**src/sv/pixel_plot_rotate_flip_assert.svh**
```systemverilog
// Assertion macros for the pixel plot block.
`ifndef PIXEL_PLOT_ROTATE_FLIP_ASSERT_SVH
`define PIXEL_PLOT_ROTATE_FLIP_ASSERT_SVH

`ifndef SYNTHESIS
// Checked on every clock edge outside reset.
`define PPRF_ASSERT(lbl, clk, rst_n, prop, msg) \
  lbl: assert property (@(posedge clk) disable iff (!rst_n) (prop)) else $error(msg);
// Checked on every clock edge, reset included.
`define PPRF_ASSERT_ALWAYS(lbl, clk, prop, msg) \
  lbl: assert property (@(posedge clk) (prop)) else $error(msg);
`else
`define PPRF_ASSERT(lbl, clk, rst_n, prop, msg)
`define PPRF_ASSERT_ALWAYS(lbl, clk, prop, msg)
`endif

`endif

```
**src/sv/pprf_pkg.sv**
```systemverilog
// Shared types and constants for the pixel plot block.
package pprf_pkg;

  localparam int PanelWidth  = 200;
  localparam int PanelHeight = 200;
  localparam int BufferBytes = 8192;
  localparam logic WhiteMask = 1'b1;

  localparam int BufAw  = $clog2(BufferBytes);
  localparam int AddrW  = 13;
  localparam int CoordW = 16;
  localparam int CfgW   = 8;
  localparam int CfgIdxW = 3;
  localparam int QDepth = 2;
  localparam int QAw    = $clog2(QDepth);

  localparam logic [CoordW-1:0] PanelWm1 = CoordW'(PanelWidth - 1);
  localparam logic [CoordW-1:0] PanelHm1 = CoordW'(PanelHeight - 1);

  typedef enum logic {
    OP_PLOT = 1'b0,
    OP_READ = 1'b1
  } op_e;

  typedef enum logic [1:0] {
    ROT_0   = 2'd0,
    ROT_90  = 2'd1,
    ROT_180 = 2'd2,
    ROT_270 = 2'd3
  } rot_e;

  typedef enum logic [CfgIdxW-1:0] {
    REG_ROTATION      = 3'd0,
    REG_FLIP_MODE     = 3'd1,
    REG_MIRROR_WIDTH  = 3'd2,
    REG_MIRROR_HEIGHT = 3'd3,
    REG_WINDOW_LEFT   = 3'd4,
    REG_WINDOW_RIGHT  = 3'd5,
    REG_ROW_FIRST     = 3'd6,
    REG_ROW_LAST      = 3'd7
  } reg_idx_e;

  typedef struct packed {
    logic [1:0] rotation;
    logic [1:0] flip_mode;
    logic [7:0] mirror_width;
    logic [7:0] mirror_height;
    logic [7:0] window_left;
    logic [7:0] window_right;
    logic [7:0] row_first;
    logic [7:0] row_last;
  } cfg_t;

  // One classified operation handed from front to back.
  typedef struct packed {
    op_e              op;
    logic             ok;       // plot survived clip and fits, or read address valid
    logic [AddrW-1:0] addr;
    logic             color;
    logic [2:0]       bit_idx;
  } item_t;

endpackage

```
**src/sv/pprf_front.sv**
```systemverilog
// Front end: rotate, flip, clip and address each item.
module pprf_front (
  input  logic                          clk_i,
  input  logic                          rst_ni,
  input  pprf_pkg::cfg_t                cfg_i,
  input  logic                          busy_i,
  input  logic                          s_valid_i,
  output logic                          s_ready_o,
  input  logic                          op_i,
  input  logic [pprf_pkg::CoordW-1:0]   pixel_x_i,
  input  logic [pprf_pkg::CoordW-1:0]   pixel_y_i,
  input  logic                          pixel_color_i,
  input  logic [pprf_pkg::AddrW-1:0]    read_address_i,
  input  logic                          q_full_i,
  output logic                          push_o,
  output pprf_pkg::item_t               item_o
);
  import pprf_pkg::*;

  // Stage A: rotated and flipped panel coordinates.
  logic              a_vld_q;
  op_e               a_op_q;
  logic [CoordW-1:0] a_px_q, a_py_q;
  logic              a_color_q;
  logic [AddrW-1:0]  a_raddr_q;

  logic [CoordW-1:0] rx, ry, fx, fy, dw_m1, dh_m1;
  logic              landscape, flip_x, flip_y;

  always_comb begin
    case (cfg_i.rotation)
      ROT_0: begin
        rx = pixel_x_i;
        ry = pixel_y_i;
      end
      ROT_90: begin
        rx = PanelWm1 - pixel_y_i;
        ry = pixel_x_i;
      end
      ROT_180: begin
        rx = PanelWm1 - pixel_x_i;
        ry = PanelHm1 - pixel_y_i;
      end
      default: begin
        rx = pixel_y_i;
        ry = PanelHm1 - pixel_x_i;
      end
    endcase
  end

  // Flip axes swap in landscape.
  assign landscape = cfg_i.rotation[0];
  assign flip_x    = landscape ? cfg_i.flip_mode[1] : cfg_i.flip_mode[0];
  assign flip_y    = landscape ? cfg_i.flip_mode[0] : cfg_i.flip_mode[1];
  assign dw_m1     = {8'b0, cfg_i.mirror_width} - CoordW'(1);
  assign dh_m1     = {8'b0, cfg_i.mirror_height} - CoordW'(1);
  assign fx        = flip_x ? dw_m1 - rx : rx;
  assign fy        = flip_y ? dh_m1 - ry : ry;

  assign push_o    = a_vld_q && !q_full_i;
  assign s_ready_o = !busy_i && (!a_vld_q || !q_full_i);

  always_ff @(posedge clk_i or negedge rst_ni) begin
    if (!rst_ni) begin
      a_vld_q <= 1'b0;
    end else if (s_ready_o) begin
      a_vld_q <= s_valid_i;
    end else if (push_o) begin
      a_vld_q <= 1'b0;
    end
  end

  always_ff @(posedge clk_i) begin
    if (s_ready_o && s_valid_i) begin
      a_op_q    <= op_e'(op_i);
      a_px_q    <= fx;
      a_py_q    <= fy;
      a_color_q <= pixel_color_i;
      a_raddr_q <= read_address_i;
    end
  end

  // Stage B: clip and byte address, straight into the queue.
  logic       in_x, in_y;
  logic [8:0] row_span;
  logic [5:0] row_bytes;
  logic [7:0] dx, dy;
  logic [13:0] prod, plot_addr;

  assign in_x = ($signed(a_px_q) >= $signed({8'b0, cfg_i.window_left})) &&
                ($signed(a_px_q) <= $signed({8'b0, cfg_i.window_right}));
  assign in_y = ($signed(a_py_q) >= $signed({8'b0, cfg_i.row_first})) &&
                ($signed(a_py_q) <= $signed({8'b0, cfg_i.row_last}));

  assign row_span  = {1'b0, cfg_i.window_right} - {1'b0, cfg_i.window_left} + 9'd1;
  assign row_bytes = row_span[8:3];
  assign dx        = a_px_q[7:0] - cfg_i.window_left;
  assign dy        = a_py_q[7:0] - cfg_i.row_first;
  assign prod      = {6'b0, dy} * {8'b0, row_bytes};
  assign plot_addr = prod + {9'b0, dx[7:3]};

  always_comb begin
    item_o.op      = a_op_q;
    item_o.color   = a_color_q;
    item_o.bit_idx = ~a_px_q[2:0];
    if (a_op_q == OP_READ) begin
      item_o.addr = a_raddr_q;
      item_o.ok   = ({1'b0, a_raddr_q} < 14'(BufferBytes));
    end else begin
      item_o.addr = plot_addr[AddrW-1:0];
      item_o.ok   = in_x && in_y && (plot_addr < 14'(BufferBytes));
    end
  end

endmodule

```
**config.mk**
```make
export PLATFORM = sky130hd
export DESIGN_NAME = pprf_front
export DESIGN_NICKNAME = d
export VERILOG_FILES = /design/src/sv/pixel_plot_rotate_flip_assert.svh /design/src/sv/pprf_pkg.sv /design/src/sv/pprf_front.sv
export SDC_FILE = /design/constraint.sdc
export NUM_CORES = 1
export LEC_CHECK = 0
export BUFFER_PORTS_ARGS = -buffer_cell sky130_fd_sc_hd__buf_2
export CORE_AREA = 10 10 190 103
export DETAILED_ROUTE_END_ITERATION = 6
export DIE_AREA = 0 0 200 113
export HOLD_SLACK_MARGIN = 0.02
export PLACE_DENSITY = 0.79
export SLEW_MARGIN = 20
export SYNTH_ARGS = -nofsm -noshare
export SYNTH_HDL_FRONTEND = slang
export SYNTH_SLANG_ARGS = --single-unit
```
**constraint.sdc**
```tcl
create_clock -name clk_i -period 13.76 [get_ports clk_i]
set_input_delay 4.128 -clock clk_i [delete_from_list [all_inputs] [get_ports clk_i]]
set_output_delay 4.128 -clock clk_i [all_outputs]
set_load 0.01 [all_outputs]
```
==> results of run 1 <==
==> power by group through the flow <==
stage / Combinational [mW] / Clock, mW / Sequential (mW)
floorplan: 1.02 / 0 / 0.183
global placement: 1.49 / 0 / 0.186
detailed placement: 1.54 / 0 / 0.186
CTS: 1.56 / 0.167 / 0.183
global route: 2.08 / 0.173 / 0.184
finish: 1.87 / 0.166 / 0.183
==> stage by stage <==
| step | total power, mW | utilization | instance area, um2 | hold slack, ns | setup WS [ns] |
|---|---|---|---|---|---|
| floorplan | 1.201 | - | 7943 | 0.4645 | 0.3497 |
| global route | 2.433 | 0.5796 | 9356 | 0.5218 | -0.03225 |
| global placement | 1.678 | 0.5513 | 8900 | 0.4748 | -0.01115 |
| CTS | 1.915 | 0.5651 | 9124 | 0.5031 | 0.002840 |
| finish | 2.222 | 0.5796 | 9356 | 0.4995 | 0.1673 |
| detailed placement | 1.728 | 0.5513 | 8900 | 0.4883 | -0.2539 |
==> worst paths after layout <==
check                      startpoint          to  slack (ns)  depth (start not counted)
setup / recovery            cfg_i[26]  item_o[15]        0.17                         23
hold / removal                a_vld_q     a_vld_q        0.50                          1
setup reg to reg              a_vld_q   a_px_q[4]       12.22                          2
hold reg to reg               a_vld_q     a_vld_q        0.50                          1
max in group asynchronous      rst_ni     a_vld_q       10.08                          1
min in group asynchronous      rst_ni     a_vld_q        3.60                          1
==> metal layers <==
metal	track usage	vias up	share of wire
met4	0.06820	0	0.028
met1	0.2250	3661	0.41
met5	0	-	0
li1	-	3622	-
met3	0.02159	41	0.044
met2	0.3481	239	0.51
==> layout make-up <==
cell class,count,area (um2),share of cell area
clock inverter,3,68.82,0.007355
inverter,87,326.6,0.03490
timing repair buffer,145,778.2,0.08318
multi-input combinational,768,6337,0.6773
tap,227,284.0,0.03036
clock buffer,5,125.1,0.01337
sequential,48,1436,0.1535
==> state kept, by name (all words and copies together), names as in the netlist <==
name / count
a_py_q: 16
a_vld_q: 1
a_color_q: 1
a_px_q: 16
a_op_q: 1
a_raddr_q: 13
==> cell families (layout without fill, tap and decap cells) <==
family,Yosys count,count (layout)
buffers and inverters,111,240
DFF,48,48
AOI/OAI and AO/OA,231,231
xor gates and xnor gates,78,78
muxes,33,33
and+or+nand+nor,282,282
adders and majority gates,144,144
==> critical path, stage by stage <==
cell and delay, ns:
buf_2 0.10, inv_2 0.07, ha_4 0.20, ha_1 0.29, nor4bb_4 0.16, o211ai_1 0.26
a21boi_2 0.13, o21a_1 0.24, o31ai_4 0.46, or2_4 0.21, fa_1 0.44, fa_1 0.54
inv_1 0.05, fa_1 0.55, ha_4 0.22, ha_4 0.27, nand2_1 0.05, nor2_1 0.09
a21o_1 0.25, a21oi_2 0.09, or4_1 0.41, nand3_1 0.10, buf_2 0.13
==> what timing repair did <==
action                     in CTS  in global routing
gates resized for setup         5                 32
setup endpoints to repair       5                  8
pin swaps                       0                 21
buffers inserted                0                  1
==> cells in the mapped netlist (all sizes together) (2+ instances only) <==
library cell  number
inv               87
and3               4
and2               6
o31a               2
edfxtp            47
a211oi            13
nand4             10
o21a              10
a31o               4
o21bai             6
mux4              12
xnor2             44
o31ai              9
or3                7
a2111oi            2
nor2b             10
nor3b              6
xor2              34
nor4              11
nor4b              2
clkbuf            16
a21boi             3
mux2i             15
fa                30
o311a              2
and4               2
nor3              26
a31oi              7
a41oi              3
ha               114
or4                6
buf                8
or2               13
nor2              84
nand2b            14
nand2             65
a21oi             81
o21ai             43
a21o              21
o311ai             2
o211ai            11
nand3             14
a311oi             2
mux2               6
==> cell usage in the layout, fill, tap and decap left out, types with 11 or more instances in the layout <==
cell type	n
a21oi_1	77
xor2_1	34
nand3_1	14
buf_4	21
nor3_1	25
nand2b_1	14
a211oi_1	12
nand2_1	65
fa_1	30
o21ai_0	40
o211ai_1	11
ha_1	104
edfxtp_1	47
nor2_1	79
inv_1	86
mux2i_1	15
xnor2_1	41
buf_2	124
a21o_1	21
==> flow_metrics.env, run 1 <==
export IMPL_outcome="complete, no violations"
export IMPL_setup_viol=0
export IMPL_numCtsBuffers=5
export IMPL_stdcell_count=1283
export IMPL_synth_net_count=1175
export IMPL_cts_sinks=48
export IMPL_critPathMaxFanout=8
export IMPL_syn_area_mm2=0.007943
export IMPL_wl_per_cell_um=17.70
export IMPL_period_minus_slack_ns=13.59
export IMPL_worstPathArrival_ns=9.46
export IMPL_end_kind="output pin"
export IMPL_root_buffer="clkbuf_16"
export IMPL_insertedDiodeCount=0
export IMPL_ys_flop_type="edfxtp_1"
export IMPL_finalMaxSlewViolations=0
export IMPL_worst_pin_slew_ns=0.8894
export IMPL_drcViolationCount=0
export IMPL_grt_overflow_total=0
export IMPL_synth_seq_cells=48
export IMPL_holdCritPathClass="reg -> reg"
export IMPL_vias=7563
export IMPL_synthMuxAreaShare=0.06238
export IMPL_synth_area_top_cells="ha_1, edfxtp_1, fa_1, a21oi_1, xnor2_1"
export IMPL_clkLatencyLatePin_ns=0.30
export IMPL_io_buffer_count=124
export IMPL_routed_wl_um=22700
export IMPL_ys_types=70
export IMPL_die_area_mm2=0.02260
export IMPL_pwr_density_cell_mw_per_mm2=237.5
export IMPL_io_pins=125
export IMPL_grt_max_degree=49
export IMPL_die_h_um=113
export IMPL_gp_congestion=0.9323
export IMPL_swShare=0.4587
export IMPL_start_util=0.4920
export IMPL_hold_buffers=0
export IMPL_power_share_clock=0.075
export IMPL_rows=33
export IMPL_nFillCells=1392
export IMPL_grt_pass1_vias=7534
export IMPL_syn_inst=927
export IMPL_yosysTopAreaCellShare=0.1796
export IMPL_antenna_found_initial=0
export IMPL_power_switching_mw=1.019
export IMPL_drive_above_1_share=0.2083
export IMPL_synth_xor_area_frac=0.08601
export IMPL_cts_max_path_buffers=2
export IMPL_fin_skew_ns=0.01628
export IMPL_cts_tree="done"
export IMPL_dpl_cell_count=1274
export IMPL_synthToLayoutAreaGrowth_pct=17.80
export IMPL_yosysTopAreaCell="ha_1"
export IMPL_drt_pass1_iter_count=6
export IMPL_drt_iter0_markers=667
export IMPL_max_cap_viol_count=0
export IMPL_ys_seq_area_frac=0.1808
export IMPL_fin_setup_tns_ns=0
export IMPL_synth_compound_area_frac=0.1870
export IMPL_crit_type="in -> out"
export IMPL_ant_nets=0
export IMPL_pwr_share_comb=0.843
export IMPL_grt_pass1_wl_um=35600
export IMPL_vias_per_cell=5.895
export IMPL_vdd_drop_max_v=0.0002920
export IMPL_fin_crit_sh=0.9878
export IMPL_max_freq_ghz=0.07357
export IMPL_p_seq_frac=0.082
export IMPL_track_usage=0.1902
export IMPL_p_leak_nw=4.302
export IMPL_relSlewSlack=0.4071
export IMPL_async_reset_ff_frac=0.02083
export IMPL_synth_simple_area_share=0.1750
export IMPL_final_nets=1303
export IMPL_path_clk_slew_ns=0.06
export IMPL_p_int_mw=1.203
export IMPL_die_width_um=200
export IMPL_synth_edf_count=47
export IMPL_hpwl_um=18350
export IMPL_crit_path_start_kind="primary input"
export IMPL_avgSynthCellArea_um2=8.568
export IMPL_ys_warn_count=0
export IMPL_hold_viol=0
export IMPL_synth_top_family_by_area="adder cells"
export IMPL_required_ns=9.63
export IMPL_core_area_mm2=0.01614
export IMPL_h_tree_depth=2
export IMPL_synth_adder_area_share=0.2552
No activity file was read; power rests on OpenSTA's default activity.
==> inputs of run 2 (changes only) <==
==> constraint.sdc (replaced) <==
create_clock -name clk_i -period 13.76 [get_ports clk_i]
set_input_delay 4.128 -clock clk_i [delete_from_list [all_inputs] [get_ports clk_i]]
set_output_delay 4.128 -clock clk_i [all_outputs]
set_load 0.1 [all_outputs]
==> run 2 against run 1 <==
Sequential share of layout area decreased by 0.60 points. Critical path depth unchanged. Count of clock-buffer cells in the layout increased by 2. Clock skew is 0.0085 ns lower. Flip-flop and latch count is the same. Die area did not move. Wire length rose by 2.5%. Register-to-register slack about the same. Core utilization is 2.4 points higher. Cell area is 4.1% higher. Via count grew 1.9%. Maximum frequency is 0.61% lower. Largest cell class unchanged.
==> flow_metrics.env, run 2 (synthesis results as in run 1) <==
export IMPL_outcome="complete, no violations"
export IMPL_clkLatencyLatePin_ns=0.29
export IMPL_r2r_end="a_raddr_q[0]"
export IMPL_max_freq_ghz=0.07312
export IMPL_r2r_cells=2
export IMPL_io_pins=125
export IMPL_wl_per_cell_um=17.95
export IMPL_register_area_mm2=0.001436
export IMPL_track_usage=0.1921
export IMPL_required_ns=9.63
export IMPL_top_layer="met4"
export IMPL_critPathMaxFanout=6
export IMPL_regToRegStartpoint="a_vld_q"
export IMPL_setup_viol=0
export IMPL_final_nets=1316
export IMPL_drive_above_1_share=0.2423
export IMPL_vias_per_cell=5.939
export IMPL_crit_path_start_kind="primary input"
export IMPL_synthToLayoutAreaGrowth_pct=22.62
export IMPL_ant_nets=0
export IMPL_grt_max_degree=49
export IMPL_max_cap_viol_count=0
export IMPL_gp_congestion=0.9592
export IMPL_rows=33
export IMPL_fin_ws_ns=0.08449
export IMPL_root_buffer="clkbuf_16"
export IMPL_cts_max_path_buffers=2
export IMPL_wl_met3_um=1144
export IMPL_antenna_found_initial=1
export IMPL_end_kind="output pin"
export IMPL_multiInputGateArea_mm2=0.006520
export IMPL_path_clk_slew_ns=0.06
export IMPL_cts_tree="done"
export IMPL_wl_met2_um=12190
export IMPL_grt_pass1_vias=7651
export IMPL_grt_overflow_total=0
export IMPL_holdWs_ns=0.5112
export IMPL_final_common_cell="buf_2"
export IMPL_io_buffer_count=124
export IMPL_holdCritPathClass="reg -> reg"
export IMPL_finalMaxSlewViolations=0
export IMPL_nFillCells=1324
export IMPL_cts_sinks=48
export IMPL_m1WireLength_um=9299
export IMPL_drt_iter0_markers=564
export IMPL_fin_crit_sh=0.9939
export IMPL_die_area_mm2=0.02260
export IMPL_vias=7703
export IMPL_fin_skew_ns=0.007796
export IMPL_final_cell_mix="buf_2, ha_1, inv_1"
export IMPL_crit_type="in -> out"
export IMPL_endpoint="item_o[17]"
export IMPL_drcViolationCount=0
export IMPL_period_minus_slack_ns=13.68
export IMPL_drt_pass1_iter_count=5
export IMPL_hold_viol=0
export IMPL_pre_cts_slack_ns=-0.2913
export IMPL_hold_buffers=0
export IMPL_die_width_um=200
export IMPL_top_regs="a_px_q x16, a_py_q x16, a_raddr_q x13"
export IMPL_rrSetupSlack_ns=12.23
export IMPL_hp_start="a_vld_q"
export IMPL_crit_path_start="cfg_i[26]"
export IMPL_placed_area_mm2=0.009168
export IMPL_grt_pass1_wl_um=36250
export IMPL_start_util=0.4920
export IMPL_final_area_mm2=0.009739
export IMPL_worst_pin_slew_ns=0.8900
export IMPL_routed_wl_um=23280
export IMPL_relSlewSlack=0.4060
export IMPL_h_tree_depth=2
export IMPL_core_area_mm2=0.01614
export IMPL_worstPathArrival_ns=9.55
export IMPL_numCtsBuffers=5
export IMPL_hpwl_um=18080
export IMPL_die_h_um=113
[run 2: changes by cell type in the layout (fill, tap and decap cells not counted), sizes merged]
cell / change
diode: +1
clkinv: +1
inv: -1
buf: +13
clkbuf: +2
bufinv: -2
[run 2: timing repair]
action / in CTS / in global routing
gates cloned: 0 / 0
setup endpoints to repair: 5 / 7
gates resized for setup: 14 / 45
buffers inserted: 2 / 3
pin swaps: 10 / 42
[run 2: cell type report]
type                    instances  area share
diodes                          1   0.0002569
clock buffers                   7     0.01465
clock inverters                 1   0.0008993
inverters                      87     0.03353
multi-input cells             768      0.6694
flip-flops and latches         48      0.1475
well taps                     227     0.02916
repair buffers                158      0.1046
[run 2: critical path, stage by stage]
cell and delay, ns:
buf_2 0.10, inv_2 0.07, ha_4 0.21, ha_4 0.21, nor4bb_4 0.15, o211ai_1 0.28, a21boi_2 0.12, o21a_1 0.23
buf_6 0.12, o31ai_4 0.39, nor2_2 0.09, fa_1 0.58, fa_1 0.48, fa_1 0.62, ha_4 0.23, ha_4 0.25
a21oi_1 0.14, o21ai_1 0.09, a21o_4 0.22, nor4b_4 0.33, o32ai_4 0.14, o21bai_4 0.18, buf_12 0.19
[run 2: per-stage QoR]
| stage | std cells | util | TNS (ns) |
|---|---|---|---|
| after floorplan | 927 | - | -0.1505 |
| after global placement | 1283 | 0.5679 | -0.1740 |
| after CTS | 1293 | 0.5834 | 0 |
| after detailed placement | 1283 | 0.5679 | -0.9000 |
| final | 1297 | 0.6033 | 0 |
| after global routing | 1297 | 0.6033 | -0.1184 |
[run 2: worst min path at each step]
stage / slack (ns) / depth (start not counted) / to
2_1_floorplan: 0.46 / 1 / a_vld_q
3_5_place_dp: 0.50 / 1 / a_vld_q
5_1_grt: 0.54 / 1 / a_vld_q
3_3_place_gp: 0.47 / 1 / a_vld_q
6_report: 0.51 / 1 / a_vld_q
4_1_cts: 0.51 / 1 / a_vld_q
[run 2: per-layer routing]
metal,track usage,vias to the layer above
met1,0.2220,3712
met3,0.02484,55
li1,-,3639
met4,0.05567,0
met2,0.3618,297
met5,0,-
Power of run 2 is left out: the tool's default activity adds up to more than one toggle a clock period on the data nets, which glitch-free logic cannot reach.
