--- src/sv/pixel_plot_rotate_flip_assert.svh ---
// Assertion macros for the pixel plot block.
`ifndef PIXEL_PLOT_ROTATE_FLIP_ASSERT_SVH
`define PIXEL_PLOT_ROTATE_FLIP_ASSERT_SVH

`ifndef SYNTHESIS
// Checked on every clock edge outside reset.
`define PPRF_ASSERT(lbl, clk, rst_n, prop, msg) \
  lbl: assert property (@(posedge clk) disable iff (!rst_n) (prop)) else $error(msg);
// Checked on every clock edge, reset included.
`define PPRF_ASSERT_ALWAYS(lbl, clk, prop, msg) \
  lbl: assert property (@(posedge clk) (prop)) else $error(msg);
`else
`define PPRF_ASSERT(lbl, clk, rst_n, prop, msg)
`define PPRF_ASSERT_ALWAYS(lbl, clk, prop, msg)
`endif

`endif

--- src/sv/pprf_pkg.sv ---
// Shared types and constants for the pixel plot block.
package pprf_pkg;

  localparam int PanelWidth  = 200;
  localparam int PanelHeight = 200;
  localparam int BufferBytes = 8192;
  localparam logic WhiteMask = 1'b1;

  localparam int BufAw  = $clog2(BufferBytes);
  localparam int AddrW  = 13;
  localparam int CoordW = 16;
  localparam int CfgW   = 8;
  localparam int CfgIdxW = 3;
  localparam int QDepth = 2;
  localparam int QAw    = $clog2(QDepth);

  localparam logic [CoordW-1:0] PanelWm1 = CoordW'(PanelWidth - 1);
  localparam logic [CoordW-1:0] PanelHm1 = CoordW'(PanelHeight - 1);

  typedef enum logic {
    OP_PLOT = 1'b0,
    OP_READ = 1'b1
  } op_e;

  typedef enum logic [1:0] {
    ROT_0   = 2'd0,
    ROT_90  = 2'd1,
    ROT_180 = 2'd2,
    ROT_270 = 2'd3
  } rot_e;

  typedef enum logic [CfgIdxW-1:0] {
    REG_ROTATION      = 3'd0,
    REG_FLIP_MODE     = 3'd1,
    REG_MIRROR_WIDTH  = 3'd2,
    REG_MIRROR_HEIGHT = 3'd3,
    REG_WINDOW_LEFT   = 3'd4,
    REG_WINDOW_RIGHT  = 3'd5,
    REG_ROW_FIRST     = 3'd6,
    REG_ROW_LAST      = 3'd7
  } reg_idx_e;

  typedef struct packed {
    logic [1:0] rotation;
    logic [1:0] flip_mode;
    logic [7:0] mirror_width;
    logic [7:0] mirror_height;
    logic [7:0] window_left;
    logic [7:0] window_right;
    logic [7:0] row_first;
    logic [7:0] row_last;
  } cfg_t;

  // One classified operation handed from front to back.
  typedef struct packed {
    op_e              op;
    logic             ok;       // plot survived clip and fits, or read address valid
    logic [AddrW-1:0] addr;
    logic             color;
    logic [2:0]       bit_idx;
  } item_t;

endpackage

--- src/sv/pprf_queue.sv ---
// Short FIFO between front and back.
module pprf_queue (
  input  logic            clk_i,
  input  logic            rst_ni,
  input  logic            push_i,
  input  pprf_pkg::item_t item_i,
  output logic            full_o,
  input  logic            pop_i,
  output logic            empty_o,
  output pprf_pkg::item_t item_o
);
  import pprf_pkg::*;

`include "pixel_plot_rotate_flip_assert.svh"

  item_t          mem_q [QDepth];
  logic [QAw-1:0] wr_ptr_q, wr_ptr_d;
  logic [QAw-1:0] rd_ptr_q, rd_ptr_d;
  logic [QAw:0]   cnt_q, cnt_d;

  assign full_o  = (cnt_q == (QAw + 1)'(QDepth));
  assign empty_o = (cnt_q == '0);
  assign item_o  = mem_q[rd_ptr_q];

  always_comb begin
    wr_ptr_d = wr_ptr_q;
    rd_ptr_d = rd_ptr_q;
    cnt_d    = cnt_q;
    if (push_i) begin
      wr_ptr_d = (wr_ptr_q == QAw'(QDepth - 1)) ? '0 : wr_ptr_q + QAw'(1);
    end
    if (pop_i) begin
      rd_ptr_d = (rd_ptr_q == QAw'(QDepth - 1)) ? '0 : rd_ptr_q + QAw'(1);
    end
    if (push_i && !pop_i) begin
      cnt_d = cnt_q + (QAw + 1)'(1);
    end else if (pop_i && !push_i) begin
      cnt_d = cnt_q - (QAw + 1)'(1);
    end
  end

  always_ff @(posedge clk_i or negedge rst_ni) begin
    if (!rst_ni) begin
      wr_ptr_q <= '0;
      rd_ptr_q <= '0;
      cnt_q    <= '0;
    end else begin
      wr_ptr_q <= wr_ptr_d;
      rd_ptr_q <= rd_ptr_d;
      cnt_q    <= cnt_d;
    end
  end

  always_ff @(posedge clk_i) begin
    if (push_i) begin
      mem_q[wr_ptr_q] <= item_i;
    end
  end

  `PPRF_ASSERT(a_no_overflow, clk_i, rst_ni, !(push_i && full_o), "push into full queue")
  `PPRF_ASSERT(a_no_underflow, clk_i, rst_ni, !(pop_i && empty_o), "pop from empty queue")
  `PPRF_ASSERT(a_cnt_bound, clk_i, rst_ni, cnt_q <= (QAw + 1)'(QDepth), "queue count overrun")

endmodule

--- config.mk ---
export PLATFORM = sky130hd
export DESIGN_NAME = pprf_queue
export DESIGN_NICKNAME = d
export VERILOG_FILES = /design/src/sv/pprf_pkg.sv /design/src/sv/pprf_queue.sv
export VERILOG_INCLUDE_DIRS = /design/src /design/src/sv
export SDC_FILE = /design/constraint.sdc
export NUM_CORES = 1
export LEC_CHECK = 0
export BUFFER_PORTS_ARGS = -buffer_cell sky130_fd_sc_hd__buf_2
export CAP_MARGIN = 5
export CORE_ASPECT_RATIO = 0.75
export CORE_MARGIN = 2
export CORE_UTILIZATION = 37
export DETAILED_ROUTE_END_ITERATION = 6
export GPL_TIMING_DRIVEN = 0
export PLACE_DENSITY = 0.7
export SYNTH_ARGS = -nofsm -noshare
export SYNTH_HDL_FRONTEND = slang
export SYNTH_SLANG_ARGS = --single-unit
--- constraint.sdc ---
create_clock -name clk_i -period 2.4 [get_ports clk_i]
set_clock_uncertainty 0.15 [all_clocks]
set_input_delay 0.6 -clock clk_i [delete_from_list [all_inputs] [get_ports clk_i]]
set_output_delay 0.6 -clock clk_i [all_outputs]
set_load 0.005 [all_outputs]
==> out/summary.txt, run 1 <==
status: finished, final reports clean
postcts setup bufs: 0
share of layout cells above drive strength 1: 0.578
P&R area growth vs syn: 24.2%
critical path arrival: 1.31 ns
Critical Path RT: 1.65 ns
worst-margin pin slew: 0.889 ns
Crit. End Element: primary output
r2r endpoint: mem_q[1][7]$_DFFE_PP_
CTS Buf Count: 5
commonest cells in the netlist: edfxtp_1, mux2_4, dfrtp_1, xor2_1
clock share of power: 0.194
Post-Route WL: 2560 um
crit-path cells: buf_6, mux2_4, buf_2
DP Area: 1940 um2
Final Hold Viols: 0
CTS tree: yes
P per Cell Area: 1080 nW/um2
Max Cap Viol: 0
fmax: 0.485 GHz
vias in the first global route: 823
Total GRT Usage: 0.116
die width: 80.8 um
HP Class: primary input to register
Net Sw Power: 0.000595 W
FF-to-FF path depth: 1
Util after Layout: 0.490
clk sinks: 42
initial DRC count: 54
worst skew pair latency: 0.29 ns
CP Launch Type: register
synth top area cells: edfxtp_1, mux2_4, dfrtp_1
Seq pwr share: 0.478
antenna cells: 0
via count: 824
DP HPWL: 1810 um
WL per Instance: 14.0 um
Die Y: 61.6 um
Nets: 151
row cnt: 20
Yosys warnings: 0
CP bufs+invs: 2
global placer's final weighted congestion: 0.759
Reg2Reg Setup Slack: 0.73 ns
reg2reg start: wr_ptr_q$_DFFE_PN0P_
total negative setup slack: 0 ns
Final Cycle Share: 0.859
Placed Cells: 174
Cell Area, Synth: 1640 um2
DR vias/cell: 4.50
GRT Residual Overflow: 0
initial antenna violation count: 0
RSZ-0062 raised after global routing: false
DRT antenna net count: 0
slowest stage cell, crit path: dfrtp_1
Max clock buf depth: 2
sequential fraction of the synthesis area: 0.758
Syn Inst Count: 75
clock-pin transition on the worst setup and hold timing paths: 0.08 ns
DR pass1 iterations: 3
clock root buffer: clkbuf_8
Synthesized Nets: 99
die footprint: 4980 um2
Leak: 0.844 nW
# setup viols final: 0
synth unique cells: 12
WHS Path Cells: 1
Comb pwr share: 0.327
cts repair resizes: 0
Primary FF master, synth: edfxtp_1
Residual DRC: 0
Final Critical Period: 2.06 ns
starting density of the core: 0.394
CP top delay family: flip-flops
largest net degree at the start of global routing: 20
Relative slew margins: 0.408
core area: 4150 um2
HP Start: item_i[5]
critical path's largest stage delay: 0.39 ns
EDFF count, synth: 38
asr flop ratio synth: 0.0952
fin area: 2030 um2
fin. max-slew vios: 0
Endpoint, Worst Hold: mem_q[1][5]$_DFFE_PP_
PortBufs: 43
Int Pwr: 0.00160 W
Sw Share: 0.271
count leader, synth: edfxtp_1
post-synth top area share: 0.697
fin cells: 183
CTS Hold Bufs: 1
first-pass GRT wire length: 3970 um
Mean Syn Cell Area: 21.8 um2
H-tree depth: 2
Synth Register Bits: 42
Synth area leader: edfxtp_1
Peak VDD IR: 0.000310 V
Setup CP Type: register to primary output
crit path max fanout: 10
# IOs: 44
[stage by stage]
| step | power, W | hold slack, ns | setup slack, ns |
|---|---|---|---|
| 6_report | 0.00219 | 0.345 | 0.338 |
| 2_1_floorplan | 0.00153 | 0.154 | 0.361 |
| 3_5_place_dp | 0.00180 | 0.264 | 0.381 |
| 5_1_grt | 0.00231 | 0.337 | 0.290 |
| 3_3_place_gp | 0.00175 | 0.254 | -0.207 |
| 4_1_cts | 0.00222 | 0.338 | 0.314 |
[flip-flops by register name, summed over array words and instances, names as in the netlist]
name	count
cnt_q	2
rd_ptr_q	1
wr_ptr_q	1
mem_q	38
[power groups by stage]
stage	clock network, W	logic (W)	registers [W]
5_1_grt	0.000467	0.000777	0.00106
3_3_place_gp	0	0.000702	0.00105
3_5_place_dp	0	0.000731	0.00107
4_1_cts	0.000442	0.000733	0.00105
6_report	0.000426	0.000718	0.00105
2_1_floorplan	0	0.000486	0.00104
[layout by cell type, fill, tap and decap left out]
| master | count |
|---|---|
| buf_8 | 1 |
| dfrtp_1 | 4 |
| clkinv_1 | 1 |
| xnor2_1 | 1 |
| inv_1 | 1 |
| edfxtp_1 | 38 |
| nor2b_2 | 1 |
| clkbuf_8 | 5 |
| and2b_2 | 1 |
| nor2_1 | 2 |
| buf_6 | 2 |
| clkinv_2 | 1 |
| ha_1 | 1 |
| dlygate4sd3_1 | 1 |
| buf_2 | 43 |
| and2_1 | 1 |
| xor2_1 | 4 |
| clkinvlp_4 | 1 |
| mux2_4 | 19 |
[routing by layer]
layer / vias up / share of wire / track usage
li1: 387 / - / -
met1: 396 / 0.38 / 0.125
met2: 31 / 0.52 / 0.200
met3: 10 / 0.067 / 0.0411
met4: 0 / 0.036 / 0.0726
met5: - / 0 / 0
[cells by family after synthesis]
kind of cell               after synthesis  synth area share
xor gates and xnor gates                 5            0.0267
adders and majority gates                1           0.00764
buffers and inverters                    3            0.0160
DFF                                     42             0.758
muxes                                   19             0.174
and+or+nand+nor                          5            0.0176
[final cells by class]
cell class | instances | area (um2)
plain buffers | 2 | 22.5
well taps | 55 | 68.8
clock buffers | 5 | 68.8
multi-input cells | 30 | 373
fillers | 365 | 2120
clock inverters | 3 | 16.3
flip-flops and latches | 42 | 1240
inverters | 1 | 3.75
repair buffers | 45 | 240
[worst max-delay path by stage]
stage,from,to,slack (ns),depth (start not counted)
floorplan,push_i,mem_q[0][0]$_DFFE_PP_,0.36,1
global placement,push_i,mem_q[0][5]$_DFFE_PP_,-0.21,2
detailed placement,push_i,mem_q[1][5]$_DFFE_PP_,0.38,2
CTS,rd_ptr_q$_DFFE_PN0P_,item_o[11],0.31,3
global route,rd_ptr_q$_DFFE_PN0P_,item_o[12],0.29,3
finish,rd_ptr_q$_DFFE_PN0P_,item_o[11],0.34,3
Note: power is estimated with default switching activity, not from simulation.
==> run 2, diff against run 1 <==
Settings changed: CORE_UTILIZATION 37 to 50, PLACE_DENSITY 0.7 to 0.86.
Clock period 2.4 ns to 2 ns, I/O delays scaled along.
==> run 2 against run 1 <==
Net effect: clock power up 49%; largest cell class unchanged; total power up 24%; critical path depth unchanged; design area down 0.74%; count of clock-buffer cells in the layout up 2; sequential share of layout area up 0.45 points; first-iteration DRC count up 11%; setup slack worse by 0.28 ns; die area down 25%; cell count down 9.8%.
==> out/summary.txt, run 2 (synthesis results as in run 1) <==
Endpoint, Worst Hold: rd_ptr_q$_DFFE_PN0P_
Nets: 150
Relative slew margins: 0.375
Die Y: 53.6 um
global placer's final weighted congestion: 0.722
crit-path cells: buf_6, mux2_4, buf_2
share of layout cells above drive strength 1: 0.567
Int Pwr: 0.00204 W
Final Cycle Share: 0.972
postcts setup bufs: 0
Util after Layout: 0.664
P&R area growth vs syn: 23.3%
Sw Share: 0.251
r2r endpoint: mem_q[0][14]$_DFFE_PP_
Comb pwr share: 0.305
most common cell after layout, fill and taps aside: buf_2
Critical Path Start: rd_ptr_q$_DFFE_PN0P_
FF-to-FF path depth: 1
Final Hold Viols: 0
Net Sw Power: 0.000682 W
critical path's largest stage delay: 0.38 ns
slowest stage cell, crit path: dfrtp_1
crit path max fanout: 10
Residual DRC: 0
Largest Register: mem_q
Largest regs: mem_q (38), cnt_q (2)
PortBufs: 43
Final WS setup: 0.0558 ns
critical path arrival: 1.29 ns
DR pass1 iterations: 4
cts repair resizes: 0
Final Critical Period: 1.94 ns
largest net degree at the start of global routing: 20
Post-Route WL: 2410 um
core area: 3040 um2
hold slack: 0.248 ns
Critical Path RT: 1.35 ns
commonest cells after routing, fill and taps aside: buf_2, edfxtp_1, mux2_4, clkbuf_8
GRT Residual Overflow: 0
status: finished, final reports clean
DRT antenna net count: 0
H-tree depth: 2
reg2reg start: wr_ptr_q$_DFFE_PN0P_
via count: 785
CTS Buf Count: 5
clock root buffer: clkbuf_8
die footprint: 3750 um2
first-pass GRT wire length: 3630 um
Total GRT Usage: 0.141
Setup CP Type: register to primary output
Max clock buf depth: 2
row cnt: 17
CTS tree: yes
antenna cells: 0
worst-margin pin slew: 0.934 ns
initial antenna violation count: 0
CP Launch Type: register
HP Start: pop_i
fin area: 2020 um2
DP Area: 1900 um2
fin cells: 165
WHS Path Cells: 2
Crit. End Element: primary output
pre-CTS WS: 0.0285 ns
# IOs: 44
WL per Instance: 14.6 um
Peak VDD IR: 0.000887 V
# setup viols final: 0
clock share of power: 0.233
vias in the first global route: 763
initial DRC count: 60
Placed Cells: 156
Reg2Reg Setup Slack: 0.31 ns
clk sinks: 42
HP Class: primary input to register
DR vias/cell: 4.76
worst skew pair latency: 0.28 ns
clock-pin transition on the worst setup and hold timing paths: 0.07 ns
die width: 70.1 um
max FFs per register: 38
starting density of the core: 0.538
Leak: 0.847 nW
Max Cap Viol: 0
RSZ-0062 raised after global routing: true
fmax: 0.514 GHz
P per Cell Area: 1350 nW/um2
Seq pwr share: 0.462
fin. max-slew vios: 0
## run 2: worst max-delay path by stage
stage          cells past startpoint                     end  slack, ns
3_3_place_gp                       2  mem_q[0][18]$_DFFE_PP_      -0.47
5_1_grt                            3               item_o[7]     -0.009
4_1_cts                            3               item_o[7]       0.04
2_1_floorplan                      1   mem_q[0][0]$_DFFE_PP_       0.06
6_report                           3              item_o[15]       0.06
3_5_place_dp                       2   mem_q[0][0]$_DFFE_PP_       0.03
## run 2: layer usage
layer	up-vias	routed length (um)	global-route usage
met1	367	1010	0.145
met4	0	27	0.0577
li1	385	-	-
met2	29	1190	0.251
met5	-	0	0
met3	4	179	0.0712
## run 2: power groups by stage
stage          logic, W  registers [W]  clock network, W
5_1_grt        0.000896        0.00128          0.000687
3_3_place_gp   0.000831        0.00126                 0
3_5_place_dp   0.000854        0.00128                 0
4_1_cts        0.000854        0.00126          0.000645
6_report       0.000831        0.00126          0.000634
2_1_floorplan  0.000583        0.00125                 0
## run 2: worst max-delay path: cells and delay by family (launching register included)
family / cells / cell delay (ns)
buf+inv: 2 / 0.32
flops: 1 / 0.38
mux: 1 / 0.31
## run 2: metrics by stage
stage          power [W]  TNS [ns]
6_report         0.00272         0
3_5_place_dp     0.00213         0
2_1_floorplan    0.00184         0
4_1_cts          0.00276         0
3_3_place_gp     0.00209     -8.88
5_1_grt          0.00286   -0.0102
## run 2: what timing repair did
action | 4_1_cts | 5_1_grt
hold buffers | 1 | 0
endpoints found under the setup margin | 0 | 2
endpoints found under the hold margin | 4 | 0
## run 2: final cells by class
type,count,area (um2)
clock inverters,1,30.0
flip-flops and latches,42,1240
well taps,38,47.5
inverters,1,3.75
multi-input cells,30,373
clock buffers,7,76.3
plain buffers,2,22.5
fillers,225,1020
repair buffers,44,225
==> run 3, diff against run 2 <==
==> constraint.sdc (replaced) <==
create_clock -name clk_i -period 1.8 [get_ports clk_i]
set_clock_uncertainty 0.15 [all_clocks]
set_input_delay 0 -clock clk_i [delete_from_list [all_inputs] [get_ports clk_i]]
set_output_delay 0 -clock clk_i [all_outputs]
set_load 0.005 [all_outputs]
==> run 3 against run 2 <==
Net effect: combinational power rose by 17%; via count increased by 11%; global-route usage grew 1.2 points; register-to-register slack better by 0.07 ns; die area unchanged; count of clock-buffer cells in the layout rose by 1; critical path type unchanged; sequential share of layout area shrank 5.5 points; cell count up 13%; total power up 7.4%; critical path depth did not move; non-clock buffer count is 22 higher; flip-flop and latch count stayed put.
==> out/summary.txt, run 3 (synthesis results as in run 1) <==
status: finished, final reports clean
Nets: 172
pre-CTS WS: 0.0788 ns
Max Cap Viol: 0
HP Start: item_i[18]
# setup viols final: 0
met3 Use GR: 0.0449
reg2reg start: wr_ptr_q$_DFFE_PN0P_
max FFs per register: 38
clock-pin transition on the worst setup and hold timing paths: 0.07 ns
Placed Cells: 156
critical path arrival: 1.29 ns
vias in the first global route: 903
starting density of the core: 0.538
antenna cells: 0
total negative setup slack: 0 ns
Largest regs: mem_q (38), cnt_q (2)
initial DRC count: 38
worst-margin pin slew: 0.560 ns
worst skew pair latency: 0.28 ns
share of layout cells above drive strength 1: 0.483
clock root buffer: clkbuf_8
P&R area growth vs syn: 35.5%
CP Launch Type: register
die footprint: 3750 um2
first-pass GRT wire length: 4020 um
Setup CP Type: register to primary output
die width: 70.1 um
Peak VDD IR: 0.000748 V
Die Y: 53.6 um
initial antenna violation count: 0
WL per Instance: 13.8 um
PortBufs: 43
Reg2Reg Setup Slack: 0.38 ns
Total GRT Usage: 0.153
DRT antenna net count: 0
Final Critical Period: 1.44 ns
via count: 875
Largest Register: mem_q
Residual DRC: 0
H-tree depth: 2
GRT Residual Overflow: 0
grt peak-use layer: met2
met1 usage: 0.153
Final Cycle Share: 0.802
most common cell after layout, fill and taps aside: buf_2
fin cells: 187
fin. max-slew vios: 0
crit path max fanout: 10
Relative slew margins: 0.626
Max clock buf depth: 2
fmax: 0.692 GHz
core area: 3040 um2
commonest cells after routing, fill and taps aside: buf_2, edfxtp_1, dlygate4sd3_1, mux2_4, clkbuf_8
routing usage on met2: 0.289
RSZ-0062 raised after global routing: false
Post-Route WL: 2590 um
CTS Buf Count: 5
row cnt: 17
Final WS setup: 0.356 ns
Crit. End Element: primary output
Critical Path Start: rd_ptr_q$_DFFE_PN0P_
DR vias/cell: 4.68
hold slack: 0.285 ns
HP Class: primary input to register
DP HPWL: 1670 um
Critical Path RT: 1.65 ns
largest net degree at the start of global routing: 20
clk sinks: 42
CTS tree: yes
Leak: 0.931 nW
DR pass1 iterations: 5
# IOs: 44
global placer's final weighted congestion: 0.711
Final Hold Viols: 0
P per Cell Area: 1320 nW/um2
## run 3: where the power goes
group          switching [W]  internal [W]  total, W
sequential         0.0000879       0.00131   0.00140
combinational       0.000395      0.000578  0.000973
clock               0.000278      0.000275  0.000553
total               0.000761       0.00216   0.00292
## run 3: timing repair
item	CTS	global route
buffers inserted	0	0
endpoints found under the setup margin	0	19
hold buffers	23	0
hold endpoints to repair	45	0
resized for setup	0	2
## run 3: layout make-up
type	count	area (um2)
sequential	42	1240
timing repair buffer	66	445
inverter	1	3.75
buffer	2	22.5
fill	208	822
tap	38	47.5
clock buffer	8	80.1
multi-input combinational	30	379
## run 3: stage by stage
step / power, W / cell area (um2) / util
global route: 0.00307 / 2220 / 0.730
detailed placement: 0.00237 / 1900 / 0.626
floorplan: 0.00204 / 1640 / -
finish: 0.00292 / 2220 / 0.730
CTS: 0.00295 / 2210 / 0.728
global placement: 0.00233 / 1900 / 0.626
## run 3: path summary, 6_finish.rpt
| check | to | cells after the start |
|---|---|---|
| max | item_o[6] | 3 |
| min | mem_q[1][18]$_DFFE_PP_ | 2 |
| max reg2reg | mem_q[0][4]$_DFFE_PP_ | 1 |
| min reg2reg | cnt_q[1]$_DFFE_PN0P_ | 1 |
| max in group asynchronous | wr_ptr_q$_DFFE_PN0P_ | 3 |
| min in group asynchronous | cnt_q[1]$_DFFE_PN0P_ | 3 |
## run 3: metal layers
metal | part of all wire | wire [um] | up-vias
met5 | 0 | 0 | -
met1 | 0.40 | 1040 | 413
met4 | 0.020 | 53 | 0
li1 | - | - | 427
met2 | 0.52 | 1360 | 28
met3 | 0.053 | 137 | 7
## run 3: worst max-delay path, cell delays in order (launching register included)
cell	delay [ns]
dfrtp_1	0.38
buf_6	0.19
mux2_4	0.31
buf_2	0.13
